===== config.mk =====
export PLATFORM = sky130hd
export DESIGN_NAME = sbus_frame_decoder_top
export DESIGN_NICKNAME = d
export VERILOG_FILES = /design/src/rtl/sfd_pkg.sv /design/src/rtl/sfd_assembler.sv /design/src/rtl/sfd_emitter.sv /design/src/rtl/sbus_frame_decoder_top.sv
export SDC_FILE = /design/constraint.sdc
export NUM_CORES = 1
export LEC_CHECK = 0
export BUFFER_PORTS_ARGS = -buffer_cell sky130_fd_sc_hd__buf_2
export CORE_ASPECT_RATIO = 1.2
export CORE_UTILIZATION = 50
export CTS_CLUSTER_DIAMETER = 120
export DETAILED_ROUTE_END_ITERATION = 8
export PLACE_DENSITY = 0.72
export SYNTH_ARGS = -nofsm -noshare
export SYNTH_HDL_FRONTEND = slang
export SYNTH_HIERARCHICAL = 1
export SYNTH_SLANG_ARGS = --single-unit

===== constraint.sdc =====
create_clock -name clk -period 47.7 [get_ports clk]
set_clock_uncertainty 0.05 [all_clocks]
set_input_delay 2.385 -clock clk [delete_from_list [all_inputs] [get_ports clk]]
set_output_delay 2.385 -clock clk [all_outputs]
set_load 0.01 [all_outputs]

===== src/rtl/sfd_pkg.sv =====
// ----------------------------------------------------------------------------
// sfd_pkg: shared types and constants of the frame decoder
// Frame geometry, check bytes, channel packing and the transfer structs.
// ----------------------------------------------------------------------------
`default_nettype none

package sfd_pkg;

    // frame geometry
    localparam int SFD_FRAME_LEN  = 25;
    localparam int SFD_STORE_LEN  = SFD_FRAME_LEN - 1;
    localparam int SFD_POS_W      = 5;
    localparam int SFD_STORE_W    = SFD_STORE_LEN * 8;

    // channel geometry
    localparam int SFD_NUM_CHAN   = 16;
    localparam int SFD_CHAN_W     = 11;
    localparam int SFD_IDX_W      = 4;

    // check bytes
    localparam logic [7:0] SFD_HEADER    = 8'h0F;
    localparam logic [7:0] SFD_FLAGS_OK  = 8'h00;
    localparam logic [7:0] SFD_FOOTER_OK = 8'h00;

    // position of the footer byte and of the last channel
    localparam logic [SFD_POS_W-1:0] SFD_FOOTER_POS = SFD_POS_W'(SFD_FRAME_LEN - 1);
    localparam logic [SFD_IDX_W-1:0] SFD_LAST_CHAN  = SFD_IDX_W'(SFD_NUM_CHAN - 1);

    // input transfer
    typedef struct packed {
        logic [7:0] rx_byte;
        logic       frame_gap;
    } sfd_in_t;

    // result transfer
    typedef struct packed {
        logic [SFD_IDX_W-1:0]  channel_index;
        logic [SFD_CHAN_W-1:0] channel_value;
        logic                  frame_valid;
        logic                  last;
    } sfd_out_t;

    typedef logic [SFD_NUM_CHAN-1:0][SFD_CHAN_W-1:0] sfd_chan_array_t;

    // completed frame handed from assembler to emitter
    typedef struct packed {
        logic            load;
        logic            frame_valid;
        sfd_chan_array_t chans;
    } sfd_frame_t;

endpackage : sfd_pkg

`default_nettype wire


===== src/rtl/sfd_assembler.sv =====
// ----------------------------------------------------------------------------
// sfd_assembler: byte collection and frame check
// Registers each byte, tracks the byte position, keeps frame bytes 0..23
// and on the footer byte checks the frame and unpacks all channels.
// ----------------------------------------------------------------------------
`default_nettype none

module sfd_assembler (
    input  wire logic                    clk,
    input  wire logic                    rst_n,
    input  wire logic                    byte_valid,
    output logic                         byte_stall,
    input  wire sfd_pkg::sfd_in_t        byte_data,
    input  wire logic                    emit_busy,
    output sfd_pkg::sfd_frame_t          frame
);
    import sfd_pkg::*;

    logic                   hold_valid_reg;
    logic                   hold_valid_next;
    sfd_in_t                hold_reg;
    logic [SFD_POS_W-1:0]   pos_reg;
    logic [SFD_POS_W-1:0]   pos_next;
    logic [7:0]             store_reg [SFD_STORE_LEN];
    logic [SFD_POS_W-1:0]   pos_eff;
    logic                   footer;
    logic                   advance;
    logic                   accept;
    logic [SFD_STORE_W-1:0] store_flat;
    logic                   check_ok;

    // position of the held byte; a gap restarts the frame
    assign pos_eff = hold_reg.frame_gap ? '0 : pos_reg;
    assign footer  = hold_valid_reg && (pos_eff >= SFD_FOOTER_POS);

    // a footer waits while the previous frame is still draining
    assign advance    = hold_valid_reg && !(footer && emit_busy);
    assign byte_stall = hold_valid_reg && !advance;
    assign accept     = byte_valid && !byte_stall;

    // input register control
    always_comb
    begin
        hold_valid_next = hold_valid_reg;
        if (accept)
        begin
            hold_valid_next = 1'b1;
        end
        else if (advance)
        begin
            hold_valid_next = 1'b0;
        end
    end

    // byte position
    always_comb
    begin
        pos_next = pos_reg;
        if (advance)
        begin
            pos_next = footer ? '0 : pos_eff + SFD_POS_W'(1);
        end
    end

    always_ff @(posedge clk or negedge rst_n)
    begin
        if (!rst_n)
        begin
            hold_valid_reg <= 1'b0;
            pos_reg        <= '0;
        end
        else
        begin
            hold_valid_reg <= hold_valid_next;
            pos_reg        <= pos_next;
        end
    end

    // input payload register
    always_ff @(posedge clk)
    begin
        if (accept)
        begin
            hold_reg <= byte_data;
        end
    end

    // frame store, bytes 0..23
    always_ff @(posedge clk)
    begin
        if (advance && !footer)
        begin
            store_reg[pos_eff] <= hold_reg.rx_byte;
        end
    end

    // flat little-endian view of the stored bytes
    always_comb
    begin
        for (int i = 0; i < SFD_STORE_LEN; i++)
        begin
            store_flat[i*8 +: 8] = store_reg[i];
        end
    end

    // header, flags and footer check
    assign check_ok = (store_reg[0] == SFD_HEADER) &&
                      (store_reg[SFD_STORE_LEN-1] == SFD_FLAGS_OK) &&
                      (hold_reg.rx_byte == SFD_FOOTER_OK);

    assign frame.load        = advance && footer;
    assign frame.frame_valid = check_ok;

    // channel unpack, 11 bits each starting after the header byte
    for (genvar k = 0; k < SFD_NUM_CHAN; k++)
    begin : g_chan
        assign frame.chans[k] = check_ok ? store_flat[8 + SFD_CHAN_W*k +: SFD_CHAN_W] : '0;
    end

endmodule : sfd_assembler

`default_nettype wire


===== src/rtl/sfd_emitter.sv =====
// ----------------------------------------------------------------------------
// sfd_emitter: channel result sequencer
// Holds the unpacked channels of one frame and sends them one per transfer
// through an output register, channel 0 first.
// ----------------------------------------------------------------------------
`default_nettype none

module sfd_emitter (
    input  wire logic                    clk,
    input  wire logic                    rst_n,
    input  wire sfd_pkg::sfd_frame_t     frame,
    output logic                         emit_busy,
    output logic                         chan_valid,
    input  wire logic                    chan_stall,
    output sfd_pkg::sfd_out_t            chan_data
);
    import sfd_pkg::*;

    logic                 busy_reg;
    logic                 busy_next;
    logic [SFD_IDX_W-1:0] cnt_reg;
    logic [SFD_IDX_W-1:0] cnt_next;
    sfd_chan_array_t      chans_reg;
    logic                 valid_reg;
    logic                 out_valid_reg;
    logic                 out_valid_next;
    sfd_out_t             out_reg;
    logic                 push;
    logic                 at_last;

    assign at_last = (cnt_reg == SFD_LAST_CHAN);

    // move the next channel into the output register when it is free
    assign push = busy_reg && (!out_valid_reg || !chan_stall);

    // sequencer control
    always_comb
    begin
        busy_next      = busy_reg;
        cnt_next       = cnt_reg;
        out_valid_next = out_valid_reg && chan_stall;
        if (frame.load)
        begin
            busy_next = 1'b1;
            cnt_next  = '0;
        end
        else if (push)
        begin
            cnt_next = cnt_reg + SFD_IDX_W'(1);
            if (at_last)
            begin
                busy_next = 1'b0;
            end
        end
        if (push)
        begin
            out_valid_next = 1'b1;
        end
    end

    always_ff @(posedge clk or negedge rst_n)
    begin
        if (!rst_n)
        begin
            busy_reg      <= 1'b0;
            cnt_reg       <= '0;
            out_valid_reg <= 1'b0;
        end
        else
        begin
            busy_reg      <= busy_next;
            cnt_reg       <= cnt_next;
            out_valid_reg <= out_valid_next;
        end
    end

    // channel buffer
    always_ff @(posedge clk)
    begin
        if (frame.load)
        begin
            chans_reg <= frame.chans;
            valid_reg <= frame.frame_valid;
        end
    end

    // output register
    always_ff @(posedge clk)
    begin
        if (push)
        begin
            out_reg.channel_index <= cnt_reg;
            out_reg.channel_value <= chans_reg[cnt_reg];
            out_reg.frame_valid   <= valid_reg;
            out_reg.last          <= at_last;
        end
    end

    assign emit_busy  = busy_reg;
    assign chan_valid = out_valid_reg;
    assign chan_data  = out_reg;

endmodule : sfd_emitter

`default_nettype wire


===== src/rtl/sbus_frame_decoder_top.sv =====
// ----------------------------------------------------------------------------
// sbus_frame_decoder_top: 16-channel 11-bit serial frame decoder
// Collects 25-byte frames and emits one result per channel.
// ----------------------------------------------------------------------------
// One received byte is taken per clock while the input does not stall. Bytes
// 0..23 of a frame are kept; on the 25th byte (the footer) the frame is
// checked (header 0x0F, flags and footer 0x00) and all 16 channels are
// unpacked into a channel buffer, which then sends 16 results, one per cycle
// while the result side does not stall, through an output register; the
// footer byte passes the input register before the frame is loaded.
// An invalid frame still gives 16 results, with value zero and frame_valid
// low. A byte with frame_gap set starts a new frame at byte 0. Since a frame
// is at least 25 bytes and the buffer sends 16 results, input never stalls
// unless the result side stalls long enough that a footer arrives while the
// channel buffer still holds the previous frame; that footer then waits.
// ----------------------------------------------------------------------------
`default_nettype none

module sbus_frame_decoder_top (
    input  wire logic              clk,
    input  wire logic              rst_n,
    input  wire logic              byte_valid,
    output logic                   byte_stall,
    input  wire sfd_pkg::sfd_in_t  byte_data,
    output logic                   chan_valid,
    input  wire logic              chan_stall,
    output sfd_pkg::sfd_out_t      chan_data
);
    import sfd_pkg::*;

    sfd_frame_t frame;
    logic       emit_busy;

    // byte collection and frame check
    sfd_assembler u_assembler (
        .clk        (clk),
        .rst_n      (rst_n),
        .byte_valid (byte_valid),
        .byte_stall (byte_stall),
        .byte_data  (byte_data),
        .emit_busy  (emit_busy),
        .frame      (frame)
    );

    // channel result sequencing
    sfd_emitter u_emitter (
        .clk        (clk),
        .rst_n      (rst_n),
        .frame      (frame),
        .emit_busy  (emit_busy),
        .chan_valid (chan_valid),
        .chan_stall (chan_stall),
        .chan_data  (chan_data)
    );

`ifndef NO_ASSERTIONS
    // a frame is only loaded into an empty channel buffer
    a_load_idle: assert property (@(posedge clk) disable iff (!rst_n)
        frame.load |-> !emit_busy)
        else $error("frame loaded while channel buffer busy");

    // the buffer only becomes busy through a frame load
    a_busy_cause: assert property (@(posedge clk) disable iff (!rst_n)
        $rose(emit_busy) |-> $past(frame.load))
        else $error("channel buffer busy without a frame load");

    // input only stalls while a previous frame is draining
    a_stall_cause: assert property (@(posedge clk) disable iff (!rst_n)
        byte_stall |-> emit_busy)
        else $error("input stalled with idle channel buffer");
`endif

endmodule : sbus_frame_decoder_top

`default_nettype wire


* Word-level counts from Yosys, hierarchy flattened
Memories as Yosys holds them, arrays and structs flattened. A register that Yosys moved wholly into a read port is not among the register bits.
Cells that the tools add are included.
** Word-level totals
- Word-level logic and storage cells :: 79
- Memories :: 1
- Latch bits :: 0
- RAM bits :: 192
- Register bits :: 39
- Memory bits (read-only) :: 0
** Memories
- u_assembler.store_reg :: words 24, bits a word 8, read ports 24, clocked after memory_dff 22, wr ports 1, line sfd_assembler.sv:24 : logic [7:0] store_reg [SFD_STORE_LEN];
** Cells by class
- Shift-type cells :: 0
- Div/mod/pow operators :: 0
- Add/subtract/negate cells :: 2
- Mux-type cells :: 14
- Order comparisons :: 2
- Bitwise gates (word level) :: 0
- Equality and inequality tests :: 2
- Reductions and logical operators :: 46
- Multipliers :: 0
** Operators with widths (number)
- 11-bit binary-select mux with 4-bit select :: 1
- 1-bit zero test :: 28
- 8-bit zero test :: 2
- 1-bit logical AND :: 11
- 11-bit 2-to-1 mux :: 1
- 5-bit 2-to-1 mux :: 2
- 8-bit by 4-bit == test with 1-bit output, second input constant :: 1
- 1-bit 2-to-1 mux :: 8
- 4-bit 2-to-1 mux :: 2
- 2-bit nonzero test :: 3
- 5-bit by 1-bit adder with 5-bit output, second input constant :: 1
- 5-bit >= comparator, second input constant :: 1
- 4-bit by 5-bit < comparator with 1-bit output, second input constant :: 1
- 4-bit by 1-bit adder with 4-bit output, second input constant :: 1
- 4-bit == test, second input constant :: 1
- 2-bit AND reduction :: 1
- 1-bit logical OR :: 1

* Logic depth before layout (Yosys ltp)
Gate-level depths: netlist of the first run.
- Word-level depth :: 11
- Mapped depth :: 7

* Hierarchy
Netlist of the first run, hierarchy kept.
** Modules (own cells, without submodules)
- sfd_assembler :: seq. area each 6185.9 um^2, instances 1, cells each 506, area an instance 8032.7 um^2
- sfd_emitter :: seq. area each 5975.7 um^2, instances 1, cells each 338, area an instance 7552.2 um^2

* Worst setup path after synthesis of the first run
OpenSTA, ideal clock, no wires.
- Kind :: register to register
- Start :: reg u_assembler/hold_reg[0] in the netlist's numbering
- End :: reg u_emitter/chans_reg[0] in the netlist's numbering, read port of u_assembler.store_reg, enable pin
- Stages on the path, launching flop included :: 4
- Slack :: 32786 ps
- Arrival :: 13884 ps
- Clock period less this slack :: 14914 ps
- Cells stage by stage :: edfxtp_1 > clkbuf_1 > nand3b_1 > nor3b_1
** RTL lines
- from (decl) :: line sfd_assembler.sv:21 : sfd_in_t hold_reg;
- from (signal assigned) :: line sfd_assembler.sv:84 : hold_reg <= byte_data;
- to (decl) :: line sfd_emitter.sv:23 : sfd_chan_array_t chans_reg;

* Final worst setup path of the first run
- Start :: reg u_assembler/hold_reg[0] in the netlist's numbering
- End :: out byte_stall
** On the way
- Cells in the longest elaborated chain, start to end :: 8
** Ends and longest elaborated chain
- 5-bit 2-to-1 mux :: line sfd_assembler.sv:33 : assign pos_eff = hold_reg.frame_gap ? '0 : pos_reg;
- 5-bit >= comparator :: line sfd_assembler.sv:34 : assign footer = hold_valid_reg && (pos_eff >= SFD_FOOTER_POS);
- 1-bit logical AND :: line sfd_assembler.sv:34
- 1-bit logical AND :: line sfd_assembler.sv:37 : assign advance = hold_valid_reg && !(footer && emit_busy);
- 1-bit zero test :: line sfd_assembler.sv:37
- 1-bit logical AND :: line sfd_assembler.sv:37
- 1-bit zero test :: line sfd_assembler.sv:38 : assign byte_stall = hold_valid_reg && !advance;
- 1-bit logical AND :: line sfd_assembler.sv:38
- to (decl) :: line sbus_frame_decoder_top.sv:23 : output logic byte_stall,
Every way passes these cells.

==> flow_summary.toml, run 1 <==
[flow_run]
cap_violations = 0

[final_layout]
finalNonFillerCells = 1287
area_growth_pct = 9.835
final_cell_mix = "395 x edfxtp_1, 177 x and3_1, 41 x clkbuf_16, 34 x mux2i_1, 32 x nor2_1"
final_common_cell = "edfxtp_1"
multi_input_area_um2 = 3014
layout-drive-gt1-share_pct = 14.48
fillers = 2212
largest_reg_flops = 192
n_antenna_cell = 0
nNetsFinal = 887
regArea_um2 = 12160

[pwr]
peakVddDrop_mv = 0.02862
leakage_nw = 5.534
pwr-share-clk_pct = 40.0
power_frac_comb_pct = 3.3
switching_share_pct = 19.81
power.internal_mw = 0.5643
power_switching_mw = 0.1394
p_per_area_nw_per_um2 = 41.11
seqPwrFrac_pct = 56.7

[grt]
grt_pass1_vias = 7474
grt_max_degree = 183
antenna_found_initial = 0
grt_overflow_total = 0
grt_usage_pct = 19.08
grt_pass1_wl_um = 44490

[synth]
yosys_most_used_dff = "edfxtp_1"
synth_edf_count = 395
ys_seq_area_share_pct = 78.03
yosysWarnings = 6
synth_top_area_cell = "edfxtp_1"
synth_fp_nets = 862
synth_top_area_share_pct = 76.11
syn_inst = 844
ys_ff_latch = 407
synth_cell_types = 45
synth_area_um2 = 15580
synth_area_per_cell_um2 = 18.47
yosys-top-cells-area = "edfxtp_1 76%, and3_1 7.1%, mux4_2 4.2%"
synthArstFlopShare_pct = 2.948

[setup_path]
crit_buf_inv = 2
crit_arrival_ps = 1800
reg2reg_slack_ps = 44770
crit_path_max_fanout = 9
critPathKind = "register to output pin"
critPathTopFamily = "simple AND/OR/NAND/NOR gates"
max_stage_delay_ps = 510
crit_required_ps = 45260
timing.rr.end = "u_emitter/chans_reg[147]"
endpoint_kind = "output pin"
rr_worst_depth = 5
reg2reg_from = "u_assembler/hold_reg[6]"
crit_path_top_delay_cell = "edfxtp_1"
worstPathCellList = "nor2b_1 -> nand4_1 -> inv_1 -> buf_2"
worst_setup_path_start_kind = "register"

[timing]
setup_viol = 0
rsz0062_at_grt = "false"
max_freq_ghz = 0.2363
postLayoutSetupSlackWorst_ps = 43470
setup-tns-final_ps = 0
fin_crit_sh_pct = 8.873
worstMarginPinSlew_ps = 1094
finalHoldViolations = 0
period_minus_slack_ps = 4233
slew-limit-headroom_pct = 27.09
final_max_slew_viol_count = 0

[route]
drt_iter0_drc = 792
post-route-drc-count = 0
antenna_left = 0
viasPerCell = 5.890
first_pass_iters = 6
wirelength_um = 30070
vias = 7580
wire_per_inst_um = 23.36

[run_status]
run_status = "finished, final reports clean"

[clock_network]
cts.reportedPaths.clkPinSlew_ps = 60
root_buffer = "clkbuf_16"
clkLatencyLatePin_ps = 520
cts_resized = 0
cts_tree = "done"
cts_setup_buffers = 0
cts_hold_buf = 0
h-tree-depth = 2
clkSinkCount = 407
cts_buffers = 40
clockBufferDepth = 3

[floorplan]
initial_core_util_pct = 50.99
fp.coreArea_um2 = 30570
io_pins = 32
fp.dieH_um = 195.4
rows = 70
dieArea_um2 = 31880
die_x_um = 163.2

[min_path]
whs_path_depth = 0
hold_class = "register to register"
hp-start = "u_emitter/valid_reg"
holdPathEnd = "u_emitter/chan_data[1]"

[place]
io_buffers = 31
dp_hpwl_um = 16160
dp.cells = 1223
gp_congestion = 0.8133
dp_slack_ps = 43730
==> cell usage after synthesis (2+ instances only) <==
master      n
a22oi_1    11
nor4bb_1    2
mux2i_1    34
buf_6      14
clkbuf_1   26
a32o_1      2
mux4_2     29
nand2_1     6
inv_1       5
xnor2_1     2
nor2b_1     4
clkbuf_2    2
and2_1      3
nor4_1      2
ha_1        5
xor2_1      2
buf_4       9
nor2_1     32
o21ai_0     2
dfrtp_1    12
a21o_1      2
mux4_1      4
buf_2       9
nand2b_1    6
nand3_1     6
a32oi_1    11
o21ai_1    11
and3_1    177
nand3b_1    3
nor3b_1     2
edfxtp_1  395
==> area by class of cell <==
type                       count  area share (%)
sequential                   407           71.06
multi-input combinational    370           17.61
clock buffer                  51           6.213
tap                          396           2.895
timing repair buffer          45           1.593
clock inverter                13          0.5190
inverter                       5          0.1096
==> power by group through the flow <==
stage / sequential, mW / clock (mW) / combinational (mW)
4_1_cts: 0.399 / 0.287 / 0.0235
6_report: 0.399 / 0.282 / 0.0232
3_5_place_dp: 0.406 / 0 / 0.0235
2_1_floorplan: 0.406 / 0 / 0.0156
3_3_place_gp: 0.406 / 0 / 0.0230
5_1_grt: 0.399 / 0.300 / 0.0251
==> per-stage QoR <==
step / utilization (%) / hold slack (ps) / power, mW / instance area [um2]
after floorplan: - / 350.3 / 0.4216 / 15580
after global placement: 52.23 / 368.6 / 0.4291 / 15970
after detailed placement: 52.23 / 370.7 / 0.4298 / 15970
after CTS: 56.00 / 385.5 / 0.7096 / 17120
after global routing: 56.00 / 391.4 / 0.7243 / 17120
final: 56.00 / 386.1 / 0.7037 / 17120
==> kinds of logic after synthesis <==
group                    synth area share (%)
flip-flops                              78.03
buffers and inverters                   2.697
AO/OA/AOI/OAI                           2.031
XOR/XNOR                               0.2248
adder cells (fa/ha/maj)                0.4014
AND/OR/NAND/NOR                         9.562
multiplexers                            7.049
==> worst max-delay path by stage <==
| stage | depth (start not counted) | start | slack, ps | end |
|---|---|---|---|---|
| after global placement | 5 | chan_stall | 43790 | u_emitter/cnt_reg[3] |
| after floorplan | 3 | u_assembler/hold_reg[0] | 32790 | u_emitter/chans_reg[0] |
| final | 4 | u_assembler/hold_reg[0] | 43470 | byte_stall |
| after detailed placement | 5 | chan_stall | 43730 | u_emitter/cnt_reg[3] |
| after CTS | 4 | u_assembler/hold_reg[0] | 43450 | byte_stall |
| after global routing | 4 | u_assembler/hold_reg[0] | 43370 | byte_stall |
==> metal layers <==
| metal | GRT usage [%] | vias up | wire, um |
|---|---|---|---|
| li1 | - | 3387 | - |
| met3 | 2.931 | 59 | 1857 |
| met4 | 6.438 | 0 | 733 |
| met2 | 33.18 | 276 | 15570 |
| met1 | 24.29 | 3858 | 11910 |
| met5 | 0 | - | 0 |
No activity file was read; power rests on OpenSTA's default activity.
==> run 2, diff against run 1 <==
--- a/config.mk
+++ b/config.mk
@@ -5,6 +5,7 @@
 export SDC_FILE = /design/constraint.sdc
 export NUM_CORES = 1
 export LEC_CHECK = 0
+export ABC_AREA = 1
 export BUFFER_PORTS_ARGS = -buffer_cell sky130_fd_sc_hd__buf_2
 export CORE_ASPECT_RATIO = 1.2
 export CORE_UTILIZATION = 50
==> constraint.sdc (replaced) <==
create_clock -name clk -period 4.4 [get_ports clk]
set_clock_uncertainty 0.05 [all_clocks]
set_input_delay 0.22 -clock clk [delete_from_list [all_inputs] [get_ports clk]]
set_output_delay 0.22 -clock clk [all_outputs]
set_load 0.01 [all_outputs]
==> run 2 against run 1 <==
  * Synthesized area grew 9.0%
  * Register-to-register slack lost 43000 ps
  * First-iteration DRC count grew 19%
  * Total power grew to 13 times the previous value
  * Flip-flop and latch count is the same
  * Critical path depth grew 2
  * Sequential share of layout area shrank 6.3 points
  * Die area grew 8.9%
  * Clock power grew to 11 times the previous value
  * Wire length grew 15%
  * Final cell count grew 57%
  * Critical path type is now register to register
  * Highest routed layer is now met5
==> flow_summary.toml, run 2 <==
[run_status]
run_status = "finished, final reports clean"

[synth]
ys_ff_latch = 407
synth_cell_types = 22
synth_mux_area_share_pct = 0
yosysWarnings = 6
synth_compound_area_share_pct = 0.2062
yosys-top-cells-area = "edfxtp_1 70%, inv_1 8.0%, nand2_1 6.9%"
synth_area_per_cell_um2 = 11.36
synthSimpleGateAreaFrac_pct = 17.26
synth_area_um2 = 16990
synthArstFlopShare_pct = 2.948
synthAdderAreaFrac_pct = 0.3682
ys_seq_area_share_pct = 71.58
yosys.area_share.xor_xnor_pct = 0.05155
synth_edf_count = 395
syn_inst = 1495
synth_fp_nets = 1513
synth_top_area_cell = "edfxtp_1"
ys_top_cells_by_count = "395 x edfxtp_1, 361 x inv_1, 311 x nand2_1"
synth_top_area_share_pct = 69.81
yosys_most_used_dff = "edfxtp_1"
synth_top_family_by_area = "simple AND/OR/NAND/NOR gates"
yosysMostFrequentCell = "edfxtp_1"

[timing]
slew-limit-headroom_pct = 22.39
finalHoldViolations = 0
max_freq_ghz = 0.3902
rsz0062_at_grt = "false"
setup_viol = 0
period_minus_slack_ps = 2563
final_max_slew_viol_count = 0
setup-tns-final_ps = 0
fin_crit_sh_pct = 58.24
worstMarginPinSlew_ps = 1164

[final_layout]
final_common_cell = "edfxtp_1"
area_growth_pct = 10.58
nNetsFinal = 1558
largest_reg_flops = 192
n_antenna_cell = 0
fillers = 2689
layout-drive-gt1-share_pct = 13.27
finalNonFillerCells = 2018
final_cell_mix = "395 x edfxtp_1, 361 x inv_1, 311 x nand2_1, 121 x nor2_1, 117 x nand3_1"

[route]
post-route-drc-count = 0
viasPerCell = 4.916
drt_iter0_drc = 945
vias = 9920
antenna_left = 0
wire_per_inst_um = 17.08
first_pass_iters = 6
wirelength_um = 34470

[grt]
antenna_found_initial = 1
top_usage_layer = "met2"
grt_use_met2_pct = 34.50
grt_max_degree = 106
grt_pass1_wl_um = 53370
met1_usage_pct = 27.02
gr-usage-met3_pct = 3.234
grt_overflow_total = 0
grt_usage_pct = 20.72
grt_pass1_vias = 9776

[setup_path]
endpoint_kind = "register"
crit_path_max_fanout = 71
crit_arrival_ps = 2780
critPathKind = "register to register"
reg2reg_slack_ps = 1840
crit_required_ps = 4610
worst_setup_path_start_kind = "register"

[flow_run]
cap_violations = 0

[place]
gp_congestion = 0.7976
io_buffers = 31
dp_hpwl_um = 19320
dp.cells = 1936

[pwr]
power_switching_mw = 2.708
seqPwrFrac_pct = 48.1
power_mw = 9.341
p_per_area_nw_per_um2 = 497.2
peakVddDrop_mv = 0.2895
pwr-share-clk_pct = 34.3
leakage_nw = 8.214
switching_share_pct = 28.99
power_frac_comb_pct = 17.7
power.internal_mw = 6.633

[clock_network]
cts_tree = "done"
clockBufferDepth = 3
clkLatencyLatePin_ps = 530
cts_buffers = 40
cts_resized = 0
cts_hold_buf = 12
root_buffer = "clkbuf_16"
clkSinkCount = 407
h-tree-depth = 2
cts.reportedPaths.clkPinSlew_ps = 60
cts_setup_buffers = 0

[floorplan]
rows = 73
fp.coreArea_um2 = 33250
fp.dieH_um = 203.9
die_x_um = 170.3
dieArea_um2 = 34720
initial_core_util_pct = 51.10
io_pins = 32

[min_path]
hold_class = "input port to asynchronous set/reset pin"
==> run 2: power groups by stage <==
| stage | Combinational [mW] | Sequential, mW | Clock, mW |
|---|---|---|---|
| after floorplan | 1.05 | 4.59 | 0 |
| after global placement | 1.60 | 4.57 | 0 |
| after detailed placement | 1.62 | 4.57 | 0 |
| after CTS | 1.64 | 4.49 | 3.26 |
| after global routing | 1.80 | 4.50 | 3.40 |
| final | 1.65 | 4.49 | 3.20 |
==> run 2: logic make-up after synthesis <==
| group | after synthesis |
|---|---|
| DFF | 407 |
| xor gates and xnor gates | 1 |
| buffers and inverters | 418 |
| AOI/OAI and AO/OA | 7 |
| and+or+nand+nor | 657 |
| adders and majority gates | 5 |
==> run 2: critical path, stage by stage (launching register included) <==
cell	delay [ps]
edfxtp_1	1120
nor2_1	110
nand2_1	110
nor2_1	70
nand3_4	240
buf_12	420
nor2_1	130
==> run 2: worst paths after layout <==
| path | from | cells after the start | to |
|---|---|---|---|
| hold / removal | rst_n | 2 | u_emitter/cnt_reg[1] |
| hold reg to reg | u_emitter/valid_reg | 0 | u_emitter/chan_data[1] |
| max in group asynchronous | rst_n | 2 | u_emitter/cnt_reg[0] |
| setup reg to reg | u_assembler/hold_reg[2] | 6 | u_emitter/chans_reg[19] |
| min in group clk | byte_data[4] | 2 | u_assembler/hold_reg[4] |
| setup / recovery | u_assembler/hold_reg[2] | 6 | u_emitter/chans_reg[19] |
==> run 2: cell type report <==
| type | instances | area (um2) | area share, % |
|---|---|---|---|
| clock buffer | 46 | 1045 | 5.561 |
| multi-input combinational | 670 | 3054 | 16.26 |
| inverter | 363 | 1365 | 7.266 |
| clock inverter | 24 | 172.7 | 0.9190 |
| timing repair buffer | 58 | 425.4 | 2.264 |
| tap | 450 | 563.0 | 2.997 |
| sequential | 407 | 12160 | 64.74 |
==> run 2: routing by layer <==
| metal | wire length, um | up-vias |
|---|---|---|
| li1 | - | 4739 |
| met1 | 13830 | 4691 |
| met2 | 16860 | 397 |
| met3 | 2493 | 91 |
| met4 | 1266 | 2 |
| met5 | 13 | - |
==> run 2: metrics by stage <==
step                      util [%]  cell area (um2)  setup WS, ps  hold WS, ps
after floorplan                  -            17000         228.5       -125.6
after global placement       52.49            17450          1887        75.18
after detailed placement     52.49            17450          1843        71.97
after CTS                    56.51            18790          1807        50.37
after global routing         56.51            18790          1652        74.74
final                        56.51            18790          1837        52.75
==> run 3, diff against run 2 <==
--- a/config.mk
+++ b/config.mk
@@ -11,7 +11,7 @@
 export CORE_UTILIZATION = 50
 export CTS_CLUSTER_DIAMETER = 120
 export DETAILED_ROUTE_END_ITERATION = 8
-export PLACE_DENSITY = 0.72
+export PLACE_DENSITY = 0.74
 export SYNTH_ARGS = -nofsm -noshare
 export SYNTH_HDL_FRONTEND = slang
 export SYNTH_HIERARCHICAL = 1
==> constraint.sdc (replaced) <==
create_clock -name clk -period 2.29 [get_ports clk]
set_clock_uncertainty 0.05 [all_clocks]
set_input_delay 0.1145 -clock clk [delete_from_list [all_inputs] [get_ports clk]]
set_output_delay 0.1145 -clock clk [all_outputs]
set_load 0.01 [all_outputs]
==> run 3 against run 2 <==
  * Clock power is 110% higher
  * Final cell count grew 1.8%
  * Sequential power up 92%
  * Global-route usage decreased by 0.18 points
  * Critical path type unchanged
  * Critical path depth is 2 higher
  * Highest routed layer is now met4
  * Via count rose by 2.7%
==> flow_summary.toml, run 3 (same netlist as run 2, synthesis figures left out) <==
[final_layout]
final_common_cell = "edfxtp_1"
largest_reg_flops = 192
fin_util_pct = 57.94
final_cell_mix = "395 x edfxtp_1, 361 x inv_1, 311 x nand2_1, 121 x nor2_1, 117 x nand3_1"
layout-drive-gt1-share_pct = 15.59
nNetsFinal = 1593
n_antenna_cell = 0
area_growth_pct = 13.37

[clock_network]
cts.reportedPaths.clkPinSlew_ps = 60
cts_resized = 0
h-tree-depth = 2
cts_tree = "done"
clkLatencyLatePin_ps = 530
cts_hold_buf = 13
clkSinkCount = 407
cts_setup_buffers = 0
clockBufferDepth = 3
root_buffer = "clkbuf_16"
cts_buffers = 39

[timing]
worstMarginPinSlew_ps = 1084
final_max_slew_viol_count = 0
finalHoldWorstSlack_ps = 237.6
max_freq_ghz = 0.4750
finalHoldViolations = 0
fin_crit_sh_pct = 91.94
period_minus_slack_ps = 2105
slew-limit-headroom_pct = 27.76
rsz0062_at_grt = "false"
postLayoutSetupSlackWorst_ps = 184.5
setup-tns-final_ps = 0
setup_viol = 0

[route]
wirelength_um = 34110
wire_per_inst_um = 16.61
first_pass_iters = 5
met1Wirelength_um = 13390
drt_iter0_drc = 872
vias = 10180
dr.max_layer_used = "met4"
met3_length_um = 2344
antenna_left = 0
route.met2.wl_um = 17360
viasPerCell = 4.958
post-route-drc-count = 0

[pwr]
switching_share_pct = 27.54
power_frac_comb_pct = 17.5
seqPwrFrac_pct = 46.0
power.internal_mw = 13.55
p_per_area_nw_per_um2 = 970.6
pwr-share-clk_pct = 36.5
peakVddDrop_mv = 0.6292
leakage_nw = 8.477
power_mw = 18.70
power_switching_mw = 5.149

[place]
dp_slack_ps = 233.9
io_buffers = 31
dp_hpwl_um = 19960
gp_congestion = 0.8517

[grt]
grt_max_degree = 178
grt_pass1_vias = 10010
grt_pass1_wl_um = 53260
grt_usage_pct = 20.54
grt_overflow_total = 0
antenna_found_initial = 0

[floorplan]
fp.coreArea_um2 = 33250
fp.dieH_um = 203.9
initial_core_util_pct = 51.10
dieArea_um2 = 34720
rows = 73
io_pins = 32
die_x_um = 170.3

[setup_path]
crit_required_ps = 2480
crit_path_max_fanout = 8
cp-startpoint = "u_assembler/pos_reg[3]"
reg2reg_from = "u_assembler/pos_reg[3]"
worst_setup_path_start_kind = "register"
crit_arrival_ps = 2290
critPathKind = "register to register"
endpoint_kind = "register"

[min_path]
hp-start = "byte_data[4]"
hold_class = "input port to register"

[flow_run]
cap_violations = 0

[run_status]
run_status = "finished, final reports clean"
-- run 3: path summary, 6_finish.rpt --
kind | end | slack (ps) | cells past startpoint
min in group asynchronous | u_assembler/pos_reg[0] | 620 | 3
max reg2reg | u_assembler/store_reg[0][5] | 180 | 8
max in group asynchronous | u_emitter/cnt_reg[0] | 1120 | 3
min reg2reg | u_emitter/chan_data[1] | 390 | 0
min | u_assembler/hold_reg[4] | 240 | 2
max | u_assembler/store_reg[0][5] | 180 | 8
-- run 3: metrics by stage --
stage / instances / instance area (um2)
after floorplan: 1495 / 17000
after global placement: 1971 / 17750
after detailed placement: 1971 / 17750
after CTS: 2054 / 19260
after global routing: 2054 / 19260
final: 2054 / 19260
-- run 3: layer usage --
layer / global-route usage (%) / vias up
li1: - / 4815
met1: 26.20 / 4906
met2: 35.66 / 385
met3: 3.156 / 78
met4: 7.143 / 0
met5: 0 / -
-- run 3: power groups by stage --
stage / sequential [mW] / clock [mW] / combinational [mW]
final: 8.60 / 6.83 / 3.27
after global routing: 8.62 / 7.17 / 3.55
after CTS: 8.60 / 6.92 / 3.24
after detailed placement: 8.76 / 0 / 3.20
after global placement: 8.75 / 0 / 3.13
after floorplan: 8.81 / 0 / 2.01
-- run 3: area by class of cell --
cell class,instances,area (um2)
multi-input combinational,670,3054
timing repair buffer,94,735.7
clock inverter,23,302.8
fill,2634,13980
tap,450,563.0
inverter,363,1365
clock buffer,47,1079
sequential,407,12160
-- run 3: worst max-delay path, stage by stage, from the launching register on --
cell	delay, ps
dfrtp_1	430
nand2_1	80
inv_1	50
nand2_1	110
nand2_1	100
inv_1	170
nand2_1	370
nor2_1	250
buf_4	200
